`config.mk`:
```
export PLATFORM = sky130hd
export DESIGN_NAME = xor_checked_frame_receiver_flat
export DESIGN_NICKNAME = d
export VERILOG_FILES = /design/src/hdl/xcfr_pkg.sv /design/src/hdl/xcfr_in_if.sv /design/src/hdl/xcfr_out_if.sv /design/src/hdl/xor_checked_frame_receiver.sv /design/src/hdl/xcfr_regs.sv /design/src/hdl/xcfr_in_stage.sv /design/src/hdl/xcfr_core.sv /design/src/flat_wrapper.sv
export SDC_FILE = /design/constraint.sdc
export NUM_CORES = 1
export LEC_CHECK = 0
export ABC_CLOCK_PERIOD_IN_PS = 8000
export BUFFER_PORTS_ARGS = -buffer_cell sky130_fd_sc_hd__buf_4
export CAP_MARGIN = 20
export CELL_PAD_IN_SITES_DETAIL_PLACEMENT = 0
export CELL_PAD_IN_SITES_GLOBAL_PLACEMENT = 2
export CORE_AREA = 8 8 167 169
export CTS_BUF_LIST = sky130_fd_sc_hd__clkbuf_8
export DETAILED_ROUTE_END_ITERATION = 12
export DIE_AREA = 0 0 175 177
export PLACE_DENSITY = 0.93
export SLEW_MARGIN = 40
export SYNTH_ARGS = -nofsm -noshare
export SYNTH_HDL_FRONTEND = slang
export SYNTH_SLANG_ARGS = --single-unit
```
`constraint.sdc`:
```
create_clock -name clk_i -period 8 [get_ports clk_i]
set_clock_uncertainty 0.15 [all_clocks]
set_input_delay 0.4 -clock clk_i [delete_from_list [all_inputs] [get_ports clk_i]]
set_output_delay 0.4 -clock clk_i [all_outputs]
set_load 0.01 [all_outputs]
```
`src/hdl/xcfr_pkg.sv`:
```
// Package for the XOR-checked frame receiver.
// Holds frame phase and event codes, register map and shared structs.
// No dependencies.
package xcfr_pkg;

  // APB register map
  localparam int unsigned ApbAddrW = 4;
  localparam int unsigned ApbDataW = 32;

  typedef enum logic [1:0] {
    REG_START_MARKER = 2'd0,
    REG_MAX_LEN      = 2'd1,
    REG_GAP_TIMEOUT  = 2'd2
  } reg_idx_e;

  // Register reset values
  localparam logic [7:0]  StartMarkerRst = 8'hAA;
  localparam logic [15:0] MaxLenRst      = 16'd256;
  localparam logic [15:0] GapTimeoutRst  = 16'd100;

  localparam logic [15:0] IdleSat = 16'hFFFF;

  typedef enum logic [2:0] {
    PH_HUNT   = 3'd0,
    PH_ID     = 3'd1,
    PH_LEN_HI = 3'd2,
    PH_LEN_LO = 3'd3,
    PH_DATA   = 3'd4,
    PH_CHECK  = 3'd5
  } phase_e;

  typedef enum logic [2:0] {
    EV_DATA     = 3'd0,
    EV_GOOD     = 3'd1,
    EV_BAD_SUM  = 3'd2,
    EV_TOO_LONG = 3'd3,
    EV_TIMEOUT  = 3'd4
  } event_e;

  typedef enum logic {
    REQ_BYTE = 1'b0,
    REQ_TICK = 1'b1
  } req_e;

  typedef struct packed {
    logic [7:0]  start_marker;
    logic [15:0] max_payload_len;
    logic [15:0] gap_timeout_ticks;
  } cfg_t;

  typedef struct packed {
    logic       req_type;
    logic [7:0] rx_byte;
  } item_t;

  typedef struct packed {
    logic [2:0]  event_kind;
    logic [7:0]  frame_id;
    logic [15:0] frame_len;
    logic [7:0]  payload_byte;
    logic [15:0] payload_index;
  } result_t;

endpackage

```
`src/hdl/xcfr_in_if.sv`:
```
// Input channel of the frame receiver: one byte or one tick per transaction.
// Valid/ready handshake. No dependencies.
interface xcfr_in_if;
  logic       valid;
  logic       ready;
  logic       req_type;
  logic [7:0] rx_byte;

  modport source (output valid, output req_type, output rx_byte, input ready);
  modport sink   (input valid, input req_type, input rx_byte, output ready);
endinterface

```
`src/hdl/xcfr_out_if.sv`:
```
// Output channel of the frame receiver: one event per transaction.
// Valid/ready handshake. No dependencies.
interface xcfr_out_if;
  logic        valid;
  logic        ready;
  logic [2:0]  event_kind;
  logic [7:0]  frame_id;
  logic [15:0] frame_len;
  logic [7:0]  payload_byte;
  logic [15:0] payload_index;

  modport source (output valid, output event_kind, output frame_id, output frame_len,
                  output payload_byte, output payload_index, input ready);
  modport sink   (input valid, input event_kind, input frame_id, input frame_len,
                  input payload_byte, input payload_index, output ready);
endinterface

```
`src/hdl/xor_checked_frame_receiver.sv`:
```
// Deframer for start byte / id / 16-bit length / payload / XOR checksum.
// Path: input transaction to result through the input register, then the
// result register. Throughput: one byte or tick per cycle while the output
// is drained; the phase registers update on every taken item.
// Reset: asynchronous, active low; hunting for the start byte, registers at
// start marker 0xAA, max length 256, gap timeout 100 ticks.
module xor_checked_frame_receiver (
  input  logic                          clk_i,
  input  logic                          rst_ni,
  xcfr_in_if.sink                       in_if,
  xcfr_out_if.source                    out_if,
  input  logic                          psel,
  input  logic                          penable,
  input  logic                          pwrite,
  input  logic [xcfr_pkg::ApbAddrW-1:0] paddr,
  input  logic [xcfr_pkg::ApbDataW-1:0] pwdata,
  output logic [xcfr_pkg::ApbDataW-1:0] prdata,
  output logic                          pready
);
  import xcfr_pkg::*;

  cfg_t  cfg;
  logic  s0_valid;
  item_t s0_item;
  logic  s0_take;

  xcfr_regs u_regs (
    .clk_i   (clk_i),
    .rst_ni  (rst_ni),
    .psel    (psel),
    .penable (penable),
    .pwrite  (pwrite),
    .paddr   (paddr),
    .pwdata  (pwdata),
    .prdata  (prdata),
    .pready  (pready),
    .cfg_o   (cfg)
  );

  xcfr_in_stage u_in_stage (
    .clk_i   (clk_i),
    .rst_ni  (rst_ni),
    .in_if   (in_if),
    .take_i  (s0_take),
    .valid_o (s0_valid),
    .item_o  (s0_item)
  );

  xcfr_core u_core (
    .clk_i   (clk_i),
    .rst_ni  (rst_ni),
    .cfg_i   (cfg),
    .valid_i (s0_valid),
    .item_i  (s0_item),
    .take_o  (s0_take),
    .out_if  (out_if)
  );
endmodule

```
`src/hdl/xcfr_regs.sv`:
```
// APB configuration registers of the frame receiver.
// Depends on xcfr_pkg.
module xcfr_regs (
  input  logic                          clk_i,
  input  logic                          rst_ni,
  input  logic                          psel,
  input  logic                          penable,
  input  logic                          pwrite,
  input  logic [xcfr_pkg::ApbAddrW-1:0] paddr,
  input  logic [xcfr_pkg::ApbDataW-1:0] pwdata,
  output logic [xcfr_pkg::ApbDataW-1:0] prdata,
  output logic                          pready,
  output xcfr_pkg::cfg_t                cfg_o
);
  import xcfr_pkg::*;

  cfg_t     cfg_q;
  logic     wr_en;
  reg_idx_e idx;

  assign pready = 1'b1;
  assign wr_en  = psel & penable & pwrite;
  assign idx    = reg_idx_e'(paddr[3:2]);

  // register writes
  always_ff @(posedge clk_i or negedge rst_ni) begin
    if (!rst_ni) begin
      cfg_q.start_marker      <= StartMarkerRst;
      cfg_q.max_payload_len   <= MaxLenRst;
      cfg_q.gap_timeout_ticks <= GapTimeoutRst;
    end else if (wr_en) begin
      case (idx)
        REG_START_MARKER: cfg_q.start_marker      <= pwdata[7:0];
        REG_MAX_LEN:      cfg_q.max_payload_len   <= pwdata[15:0];
        REG_GAP_TIMEOUT:  cfg_q.gap_timeout_ticks <= pwdata[15:0];
        default: ;
      endcase
    end
  end

  // read mux
  always_comb begin
    case (idx)
      REG_START_MARKER: prdata = {24'd0, cfg_q.start_marker};
      REG_MAX_LEN:      prdata = {16'd0, cfg_q.max_payload_len};
      REG_GAP_TIMEOUT:  prdata = {16'd0, cfg_q.gap_timeout_ticks};
      default:          prdata = '0;
    endcase
  end

  assign cfg_o = cfg_q;
endmodule

```
`src/hdl/xcfr_in_stage.sv`:
```
// Input register of the frame receiver: holds one accepted transaction.
// Depends on xcfr_pkg and xcfr_in_if.
module xcfr_in_stage (
  input  logic            clk_i,
  input  logic            rst_ni,
  xcfr_in_if.sink         in_if,
  input  logic            take_i,
  output logic            valid_o,
  output xcfr_pkg::item_t item_o
);
  import xcfr_pkg::*;

  logic  valid_q;
  item_t item_q;
  logic  accept;

  // refill in the same cycle the held item moves on
  assign in_if.ready = ~valid_q | take_i;
  assign accept      = in_if.valid & in_if.ready;

  always_ff @(posedge clk_i or negedge rst_ni) begin
    if (!rst_ni) begin
      valid_q <= 1'b0;
    end else begin
      valid_q <= accept | (valid_q & ~take_i);
    end
  end

  always_ff @(posedge clk_i) begin
    if (accept) begin
      item_q.req_type <= in_if.req_type;
      item_q.rx_byte  <= in_if.rx_byte;
    end
  end

  assign valid_o = valid_q;
  assign item_o  = item_q;
endmodule

```
`src/hdl/xcfr_core.sv`:
```
// Frame state machine with XOR checksum and gap timer, plus result register.
// Depends on xcfr_pkg and xcfr_out_if.
module xcfr_core (
  input  logic            clk_i,
  input  logic            rst_ni,
  input  xcfr_pkg::cfg_t  cfg_i,
  input  logic            valid_i,
  input  xcfr_pkg::item_t item_i,
  output logic            take_o,
  xcfr_out_if.source      out_if
);
  import xcfr_pkg::*;

  phase_e      phase_q, phase_d;
  logic [7:0]  id_q, id_d;
  logic [15:0] len_q, len_d;
  logic [15:0] seen_q, seen_d;
  logic [7:0]  xor_q, xor_d;
  logic [15:0] idle_q, idle_d;

  logic        res_valid;
  result_t     res;
  logic        out_valid_q;
  result_t     out_q;

  logic [15:0] idle_inc;
  logic [15:0] len_full;
  logic [15:0] seen_inc;
  logic [7:0]  b;

  // item moves on whenever the result slot is free or being drained
  assign take_o = valid_i & (~out_valid_q | out_if.ready);

  assign b        = item_i.rx_byte;
  assign idle_inc = (idle_q == IdleSat) ? idle_q : idle_q + 16'd1;
  assign len_full = {len_q[15:8], b};
  assign seen_inc = seen_q + 16'd1;

  // next state and result
  always_comb begin
    phase_d   = phase_q;
    id_d      = id_q;
    len_d     = len_q;
    seen_d    = seen_q;
    xor_d     = xor_q;
    idle_d    = idle_q;
    res_valid = 1'b0;
    res.event_kind    = EV_DATA;
    res.frame_id      = id_q;
    res.frame_len     = len_q;
    res.payload_byte  = 8'd0;
    res.payload_index = 16'd0;

    if (item_i.req_type == REQ_TICK) begin
      // ticks only count inside a frame
      if (phase_q != PH_HUNT) begin
        idle_d = idle_inc;
        if (idle_inc >= cfg_i.gap_timeout_ticks) begin
          res_valid      = 1'b1;
          res.event_kind = EV_TIMEOUT;
          res.frame_len  = (phase_q == PH_DATA || phase_q == PH_CHECK) ? len_q : 16'd0;
          phase_d        = PH_HUNT;
          idle_d         = 16'd0;
        end
      end
    end else begin
      idle_d = 16'd0;
      case (phase_q)
        PH_ID: begin
          id_d    = b;
          xor_d   = xor_q ^ b;
          phase_d = PH_LEN_HI;
        end
        PH_LEN_HI: begin
          len_d   = {b, 8'd0};
          xor_d   = xor_q ^ b;
          phase_d = PH_LEN_LO;
        end
        PH_LEN_LO: begin
          len_d = len_full;
          xor_d = xor_q ^ b;
          if (len_full > cfg_i.max_payload_len) begin
            res_valid      = 1'b1;
            res.event_kind = EV_TOO_LONG;
            res.frame_len  = len_full;
            phase_d        = PH_HUNT;
          end else begin
            phase_d = (len_full == 16'd0) ? PH_CHECK : PH_DATA;
          end
        end
        PH_DATA: begin
          res_valid         = 1'b1;
          res.payload_byte  = b;
          res.payload_index = seen_q;
          xor_d             = xor_q ^ b;
          seen_d            = seen_inc;
          if (seen_inc >= len_q) begin
            phase_d = PH_CHECK;
          end
        end
        PH_CHECK: begin
          res_valid      = 1'b1;
          res.event_kind = (b == xor_q) ? EV_GOOD : EV_BAD_SUM;
          phase_d        = PH_HUNT;
        end
        default: begin
          // hunting: only the start marker opens a frame
          if (b == cfg_i.start_marker) begin
            phase_d = PH_ID;
            xor_d   = b;
            id_d    = 8'd0;
            len_d   = 16'd0;
            seen_d  = 16'd0;
          end else begin
            phase_d = PH_HUNT;
          end
        end
      endcase
    end
  end

  // frame state
  always_ff @(posedge clk_i or negedge rst_ni) begin
    if (!rst_ni) begin
      phase_q <= PH_HUNT;
      id_q    <= 8'd0;
      len_q   <= 16'd0;
      seen_q  <= 16'd0;
      xor_q   <= 8'd0;
      idle_q  <= 16'd0;
    end else if (take_o) begin
      phase_q <= phase_d;
      id_q    <= id_d;
      len_q   <= len_d;
      seen_q  <= seen_d;
      xor_q   <= xor_d;
      idle_q  <= idle_d;
    end
  end

  // result register
  always_ff @(posedge clk_i or negedge rst_ni) begin
    if (!rst_ni) begin
      out_valid_q <= 1'b0;
    end else if (~out_valid_q | out_if.ready) begin
      out_valid_q <= take_o & res_valid;
    end
  end

  always_ff @(posedge clk_i) begin
    if (take_o & res_valid) begin
      out_q <= res;
    end
  end

  assign out_if.valid         = out_valid_q;
  assign out_if.event_kind    = out_q.event_kind;
  assign out_if.frame_id      = out_q.frame_id;
  assign out_if.frame_len     = out_q.frame_len;
  assign out_if.payload_byte  = out_q.payload_byte;
  assign out_if.payload_index = out_q.payload_index;
endmodule

```
`src/flat_wrapper.sv`:
```
// flat-port wrapper written by rule: the top's interface ports become plain ports
module xor_checked_frame_receiver_flat import xcfr_pkg::*;
  (clk_i, rst_ni, psel, penable, pwrite, paddr, pwdata, prdata, pready, in_if_valid, in_if_req_type, in_if_rx_byte, in_if_ready, out_if_valid, out_if_event_kind, out_if_frame_id, out_if_frame_len, out_if_payload_byte, out_if_payload_index, out_if_ready);
  xcfr_in_if in_if_i ();
  xcfr_out_if out_if_i ();
  input  logic clk_i;
  input  logic rst_ni;
  input  logic psel;
  input  logic penable;
  input  logic pwrite;
  input  logic [xcfr_pkg::ApbAddrW-1:0] paddr;
  input  logic [xcfr_pkg::ApbDataW-1:0] pwdata;
  output logic [xcfr_pkg::ApbDataW-1:0] prdata;
  output logic pready;
  input wire logic [$bits(in_if_i.valid)-1:0] in_if_valid;
  input wire logic [$bits(in_if_i.req_type)-1:0] in_if_req_type;
  input wire logic [$bits(in_if_i.rx_byte)-1:0] in_if_rx_byte;
  output wire logic [$bits(in_if_i.ready)-1:0] in_if_ready;
  output wire logic [$bits(out_if_i.valid)-1:0] out_if_valid;
  output wire logic [$bits(out_if_i.event_kind)-1:0] out_if_event_kind;
  output wire logic [$bits(out_if_i.frame_id)-1:0] out_if_frame_id;
  output wire logic [$bits(out_if_i.frame_len)-1:0] out_if_frame_len;
  output wire logic [$bits(out_if_i.payload_byte)-1:0] out_if_payload_byte;
  output wire logic [$bits(out_if_i.payload_index)-1:0] out_if_payload_index;
  input wire logic [$bits(out_if_i.ready)-1:0] out_if_ready;
  assign in_if_i.valid = in_if_valid;
  assign in_if_i.req_type = in_if_req_type;
  assign in_if_i.rx_byte = in_if_rx_byte;
  assign in_if_ready = in_if_i.ready;
  assign out_if_valid = out_if_i.valid;
  assign out_if_event_kind = out_if_i.event_kind;
  assign out_if_frame_id = out_if_i.frame_id;
  assign out_if_frame_len = out_if_i.frame_len;
  assign out_if_payload_byte = out_if_i.payload_byte;
  assign out_if_payload_index = out_if_i.payload_index;
  assign out_if_i.ready = out_if_ready;
  xor_checked_frame_receiver u_core (.clk_i(clk_i), .rst_ni(rst_ni), .in_if(in_if_i), .out_if(out_if_i), .psel(psel), .penable(penable), .pwrite(pwrite), .paddr(paddr), .pwdata(pwdata), .prdata(prdata), .pready(pready));
endmodule
```
* After elaboration in Yosys (flattened, before gate mapping)
Index checks and enable logic that the tools add are counted.
** Cells by class
- $add $sub $neg :: 2
- $lt $le $gt $ge :: 3
- Equal/unequal tests :: 13
- Mux-type cells :: 37
- Bitwise operators :: 20
- Reductions and logical operators :: 25
** Operators with widths (number)
- $mux 16 :: 9
- $pmux 16 s3 :: 2
- $add 16x1->16 const B :: 2
- $ge 16x16->1 :: 2
- $mux 8 :: 4
- $pmux 16 s2 :: 1
- $pmux 8 s2 :: 2
- $mux 3 :: 8
- $reduce_and 4->1 :: 5
- $eq 16x16->1 const B :: 1
- $eq 8x8->1 :: 2
- $gt 16x16->1 :: 1
- $logic_not 16->1 :: 1
- $pmux 3 s5 :: 1
- $reduce_or 4->1 :: 3
- $not 1->1 :: 10
- $reduce_and 2->1 :: 4
- $reduce_bool 2->1 :: 4
- $xor 8x8->8 :: 1
- $and 1x1->1 :: 6
- $eq 3x2->1 const B :: 2
- $eq 3x3->1 const B :: 2
- $mux 1 :: 6
- $reduce_bool 3->1 :: 2
- 14 further kinds :: 19
** Word-level totals
- Register bits :: 169
- Bits of input ports :: 52
- Output and inout port bits :: 86
- Logic and storage cells :: 119

* Longest topological paths before layout
- Depth in word-level cells :: 7
- Depth in mapped cells :: 16
- Gate-level depth less buffers :: 14

* Cells and area by module
Synthesis repeated with hierarchy kept, for this count alone.
** Unflattened totals
- Cells, all modules :: 893
- Area total of the unflattened synthesis :: 9451.6 um^2
** By module, submodules not included
- xcfr_core :: times used 1, cells each 735, area an instance 7160.6 um^2
- xcfr_regs :: times used 1, cells each 145, area an instance 1966.9 um^2
- xcfr_in_stage :: times used 1, cells each 13, area an instance 324.1 um^2

* Least setup slack after synthesis
No wires, ideal clock.
- Path kind :: register -> register
- From :: reg u_core.u_core.idle_q[0]
- To :: reg u_core.u_core.out_q (netlist bit u_core.u_core.out_if.event_kind[0]) (enable)
- Library setup time :: 0.490 ns
- Data arrival time :: 5.272 ns
- Slack :: 2.088 ns
- Stages on the path, launching flop included :: 14
- Clock period less this slack :: 5.912 ns
- Cells stage by stage :: dfrtp_1 -> ha_1 -> inv_1 -> or4_1 -> and2_1 -> and3_4 -> xor2_1 -> ha_1 -> o2111ai_1 -> a31oi_1 -> or2_2 -> o211ai_1 -> clkbuf_1 -> a31oi_1
** Between the ends
- Longest elaborated chain between the ends :: 7
** RTL lines
- start: declaration :: line xcfr_core.sv:19 : logic [15:0] idle_q, idle_d;
- start signal: assignment :: line xcfr_core.sv:137 : idle_q <= idle_d;
- $add 16x1->16 or $eq 16x16->1 (tied branches) :: line xcfr_core.sv:35 : assign idle_inc = (idle_q == IdleSat) ? idle_q : idle_q + 16'd1;
- $mux 16 * :: line xcfr_core.sv:35
- $ge 16x16->1 * :: line xcfr_core.sv:58 : if (idle_inc >= cfg_i.gap_timeout_ticks) begin
- $mux 1 * :: line xcfr_core.sv:58
- $mux 1 * :: line xcfr_core.sv:56 : if (phase_q != PH_HUNT) begin
- $mux 1 * :: line xcfr_core.sv:54 : if (item_i.req_type == REQ_TICK) begin
- $and 1x1->1 * :: line xcfr_core.sv:151 : if (take_o & res_valid) begin
- end signal: assignment :: line xcfr_core.sv:152 : out_q <= res;
- end: declaration :: line xcfr_core.sv:24 : result_t out_q;
Mark *: on every way between the ends. The rest lies on a longest branch, timed or not.
A chain may end at the register's enable or synchronous reset.

* Final worst setup path
- From :: reg u_core.u_core.idle_q[0]
- To :: reg u_core.u_core.out_q (netlist bit u_core.u_core.out_if.payload_index[14]) (enable)
Same word-level chain as after synthesis.

==> flow_metrics.tcl <==
set metrics [dict create \
    outcome "finished, final reports clean" \
    slew-limit-headroom_pct 50.38 \
    yosysUniqueCellTypes 70 \
    grt_pass1_wl_um 38700 \
    die_area_um2 30980 \
    syn_inst 935 \
    power.total_mw 2.399 \
    timing.hold.ws_ns 0.03137 \
    cts_buffer_depth 2 \
    htreeDepth 4 \
    tightest_slew_ns 0.7415 \
    final_common_cell "buf_4" \
    final_util_pct 43.30 \
    layout_common_cells "buf_4 (109), dfrtp_1 (101), o21ai_0 (88)" \
    powerDensity_nw_per_um2 217.5 \
    vias 7022 \
    setup_tns_ns 0 \
    cts_tree "yes" \
    clock-sinks 169 \
    post-route-min-period_ns 4.569 \
    drt_iter0_markers 514 \
    slowest_delay_ns 0.53 \
    antenna_found_initial 0 \
    cap_violations 0 \
    critPathTopFamily "simple AND/OR/NAND/NOR gates" \
    rows 59 \
    fmax_mhz 218.9 \
    grt_use_total_pct 15.56 \
    hold_path.class "in2reg" \
    irDropWorstVdd_v 0.0001253 \
    dr.pass1.iters 6 \
    critPathArrivalTime_ns 4.55 \
    cts_made_buffers 17 \
    die_w_um 175 \
    setup_viol 0 \
    grt_max_degree 59 \
    ant_nets 0 \
    num_io_pins 138 \
    async_reset_ff_share_pct 64.50 \
    critical_path.cell_chain "ha_1, nand3_1, or2_2, nor4_1, nand3b_1, o21a_1, ha_1, o21ai_0, o21bai_1, or3_1, o211ai_1, a31oi_4, buf_4" \
    initial_core_util_pct 36.86 \
    crit_path_max_fanout 50 \
    vias_per_cell 5.074 \
    core_um2 25470 \
    cts-root-buf "clkbuf_8" \
    grt.overflow.total 0 \
    yosys_warnings 0 \
    routabilityCongestion 0.8338 \
    dp_hpwl_um 17360 \
    startpoint_type "register" \
    cp_common_cell "ha_1" \
    cp_slowest_cell "o211ai_1" \
    synth_edf_count 60 \
    synth_top_flop_cell "dfrtp_1" \
    fin_crit_sh_pct 57.12 \
    p_leak_nw 4.957 \
    clkTransAtPathRegs_ns 0.09 \
    synth_top_cell_by_area "dfrtp_1" \
    wl_um 23650 \
    antenna_cells 0 \
    yosysTopAreaCellShare_pct 26.92 \
    die_h_um 177 \
    cp-end-kind "register" \
    grt_pass1_vias 7155 \
    path_buf_inv 1 \
    final-hold-violation-count 0 \
    fillers 2499 \
    synth_seq_area_share_pct 48.35 \
    nets 1140 \
    rsz0062_at_grt "no" \
    drive_gt1_share_pct 17.73 \
    insertion_delay_ns 0.45 \
    netlist_top_cells_area "dfrtp_1 (27%), edfxtp_1 (19%), ha_1 (6.9%)" \
    syn_area_um2 9388 \
    critical_path_class "reg2reg" \
    areaGrowthSynthToFinish_pct 17.46 \
    route.detailed.drc 0 \
    portBuffers 102 \
    post_cts_buffers 0 \
    final-max-slew-violation-count 0 \
    avgSynthCellArea_um2 10.04 \
    ys_seq_elements 169 \
    post_drt_wl_per_cell_um 17.08 \
    required_ns 7.98 \
]
==> power breakdown <==
| group | internal [mW] | switching (mW) |
|---|---|---|
| Clock | 0.317 | 0.338 |
| Combinational | 0.249 | 0.328 |
| Sequential | 1.05 | 0.121 |
| Total | 1.61 | 0.787 |
==> cell usage after synthesis (6+ instances only) <==
master	number
a22o_1	22
and2_1	23
nand2b_1	8
nor4_1	8
xnor2_1	13
mux2i_1	35
dfrtp_1	101
buf_4	20
nand2_1	87
xor2_1	25
nand4_1	9
mux2_2	11
inv_1	69
nor2b_1	11
o21ai_0	88
nor2_1	54
nand3_1	38
ha_1	52
nor3_1	6
edfxtp_1	60
and4_1	9
buf_2	13
dfstp_2	8
clkbuf_1	27
and3_1	10
a31oi_1	6
a21oi_1	38
==> sequential cells by signal, indices dropped and copies added (netlist names), 9 cells and up <==
name,count
u_core.u_core.idle_q,16
u_core.u_core.len_q,16
u_core.u_core.out_if.frame_len,16
u_core.u_core.out_if.payload_index,16
u_core.u_core.seen_q,16
u_core.u_in_stage.item_o,9
u_core.u_regs.cfg_o,40
==> worst min-delay path: cells and delay by family <==
kind | cells | cell delay (ns)
simple gates | 1 | 0.04
compound gates | 1 | 0.06
buf+inv | 1 | 0.08
==> layout make-up <==
| type | instances | area (um2) | area share (%) |
|---|---|---|---|
| multi-input combinational | 648 | 4350 | 39.45 |
| sequential | 169 | 4539 | 41.17 |
| inverter | 69 | 259.0 | 2.349 |
| tap | 335 | 419.2 | 3.801 |
| clock buffer | 17 | 234.0 | 2.122 |
| timing repair buffer | 131 | 1035 | 9.384 |
| clock inverter | 15 | 190.2 | 1.725 |
==> kinds of logic (layout without fill, tap and decap cells) <==
| group | count (synthesis) | count (layout) | share of synthesized area, % |
|---|---|---|---|
| other | 2 | 17 | 0.08000 |
| multiplexers | 47 | 47 | 5.211 |
| buffers and inverters | 133 | 232 | 6.384 |
| AO/OA/AOI/OAI | 202 | 202 | 13.11 |
| adder cells (fa/ha/maj) | 52 | 52 | 6.931 |
| XOR/XNOR | 41 | 41 | 4.065 |
| flip-flops | 169 | 169 | 48.35 |
| AND/OR/NAND/NOR | 289 | 289 | 15.86 |
==> metrics by stage <==
stage | std cells | instance area [um2] | setup slack (ns)
finish | 1384 | 11030 | 3.431
global route | 1384 | 11030 | 3.070
CTS | 1384 | 11020 | 3.514
detailed placement | 1332 | 10400 | 3.560
global placement | 1331 | 10380 | 3.207
floorplan | 950 | 9444 | 2.088
==> repair_timing <==
item	4_1_cts	5_1_grt
hold buffers	20	0
hold endpoints to repair	76	0
resized for setup	0	0
==> per-layer routing <==
layer | track usage [%] | vias up | wire [um]
met1 | 20.71 | 3376 | 11050
li1 | - | 3459 | -
met3 | 3.115 | 20 | 1228
met4 | 4.557 | 0 | 301
met2 | 25.32 | 167 | 11060
met5 | 0 | - | 0
==> final timing paths <==
| check | start | endpoint | slack (ns) | cells after the start |
|---|---|---|---|---|
| max in group asynchronous | rst_ni | u_core.u_core.idle_q[14]$_DFFE_PN0P_ | 6.27 | 3 |
| min reg2reg | u_core.u_core.id_q[5]$_DFFE_PN0P_ | u_core.u_core.out_if.frame_id[5]$_DFFE_PP_ | 0.31 | 0 |
| min | pwdata[12] | u_core.u_regs.cfg_o[28]$_DFFE_PN0P_ | 0.03 | 3 |
| max reg2reg | u_core.u_core.idle_q[0]$_DFFE_PN0P_ | u_core.u_core.out_if.payload_index[14]$_SDFFCE_PP0P_ | 3.43 | 13 |
| min in group asynchronous | rst_ni | u_core.u_core.seen_q[4]$_DFFE_PN0P_ | 0.39 | 2 |
| max | u_core.u_core.idle_q[0]$_DFFE_PN0P_ | u_core.u_core.out_if.payload_index[14]$_SDFFCE_PP0P_ | 3.43 | 13 |
No activity file was read; power rests on OpenSTA's default activity.
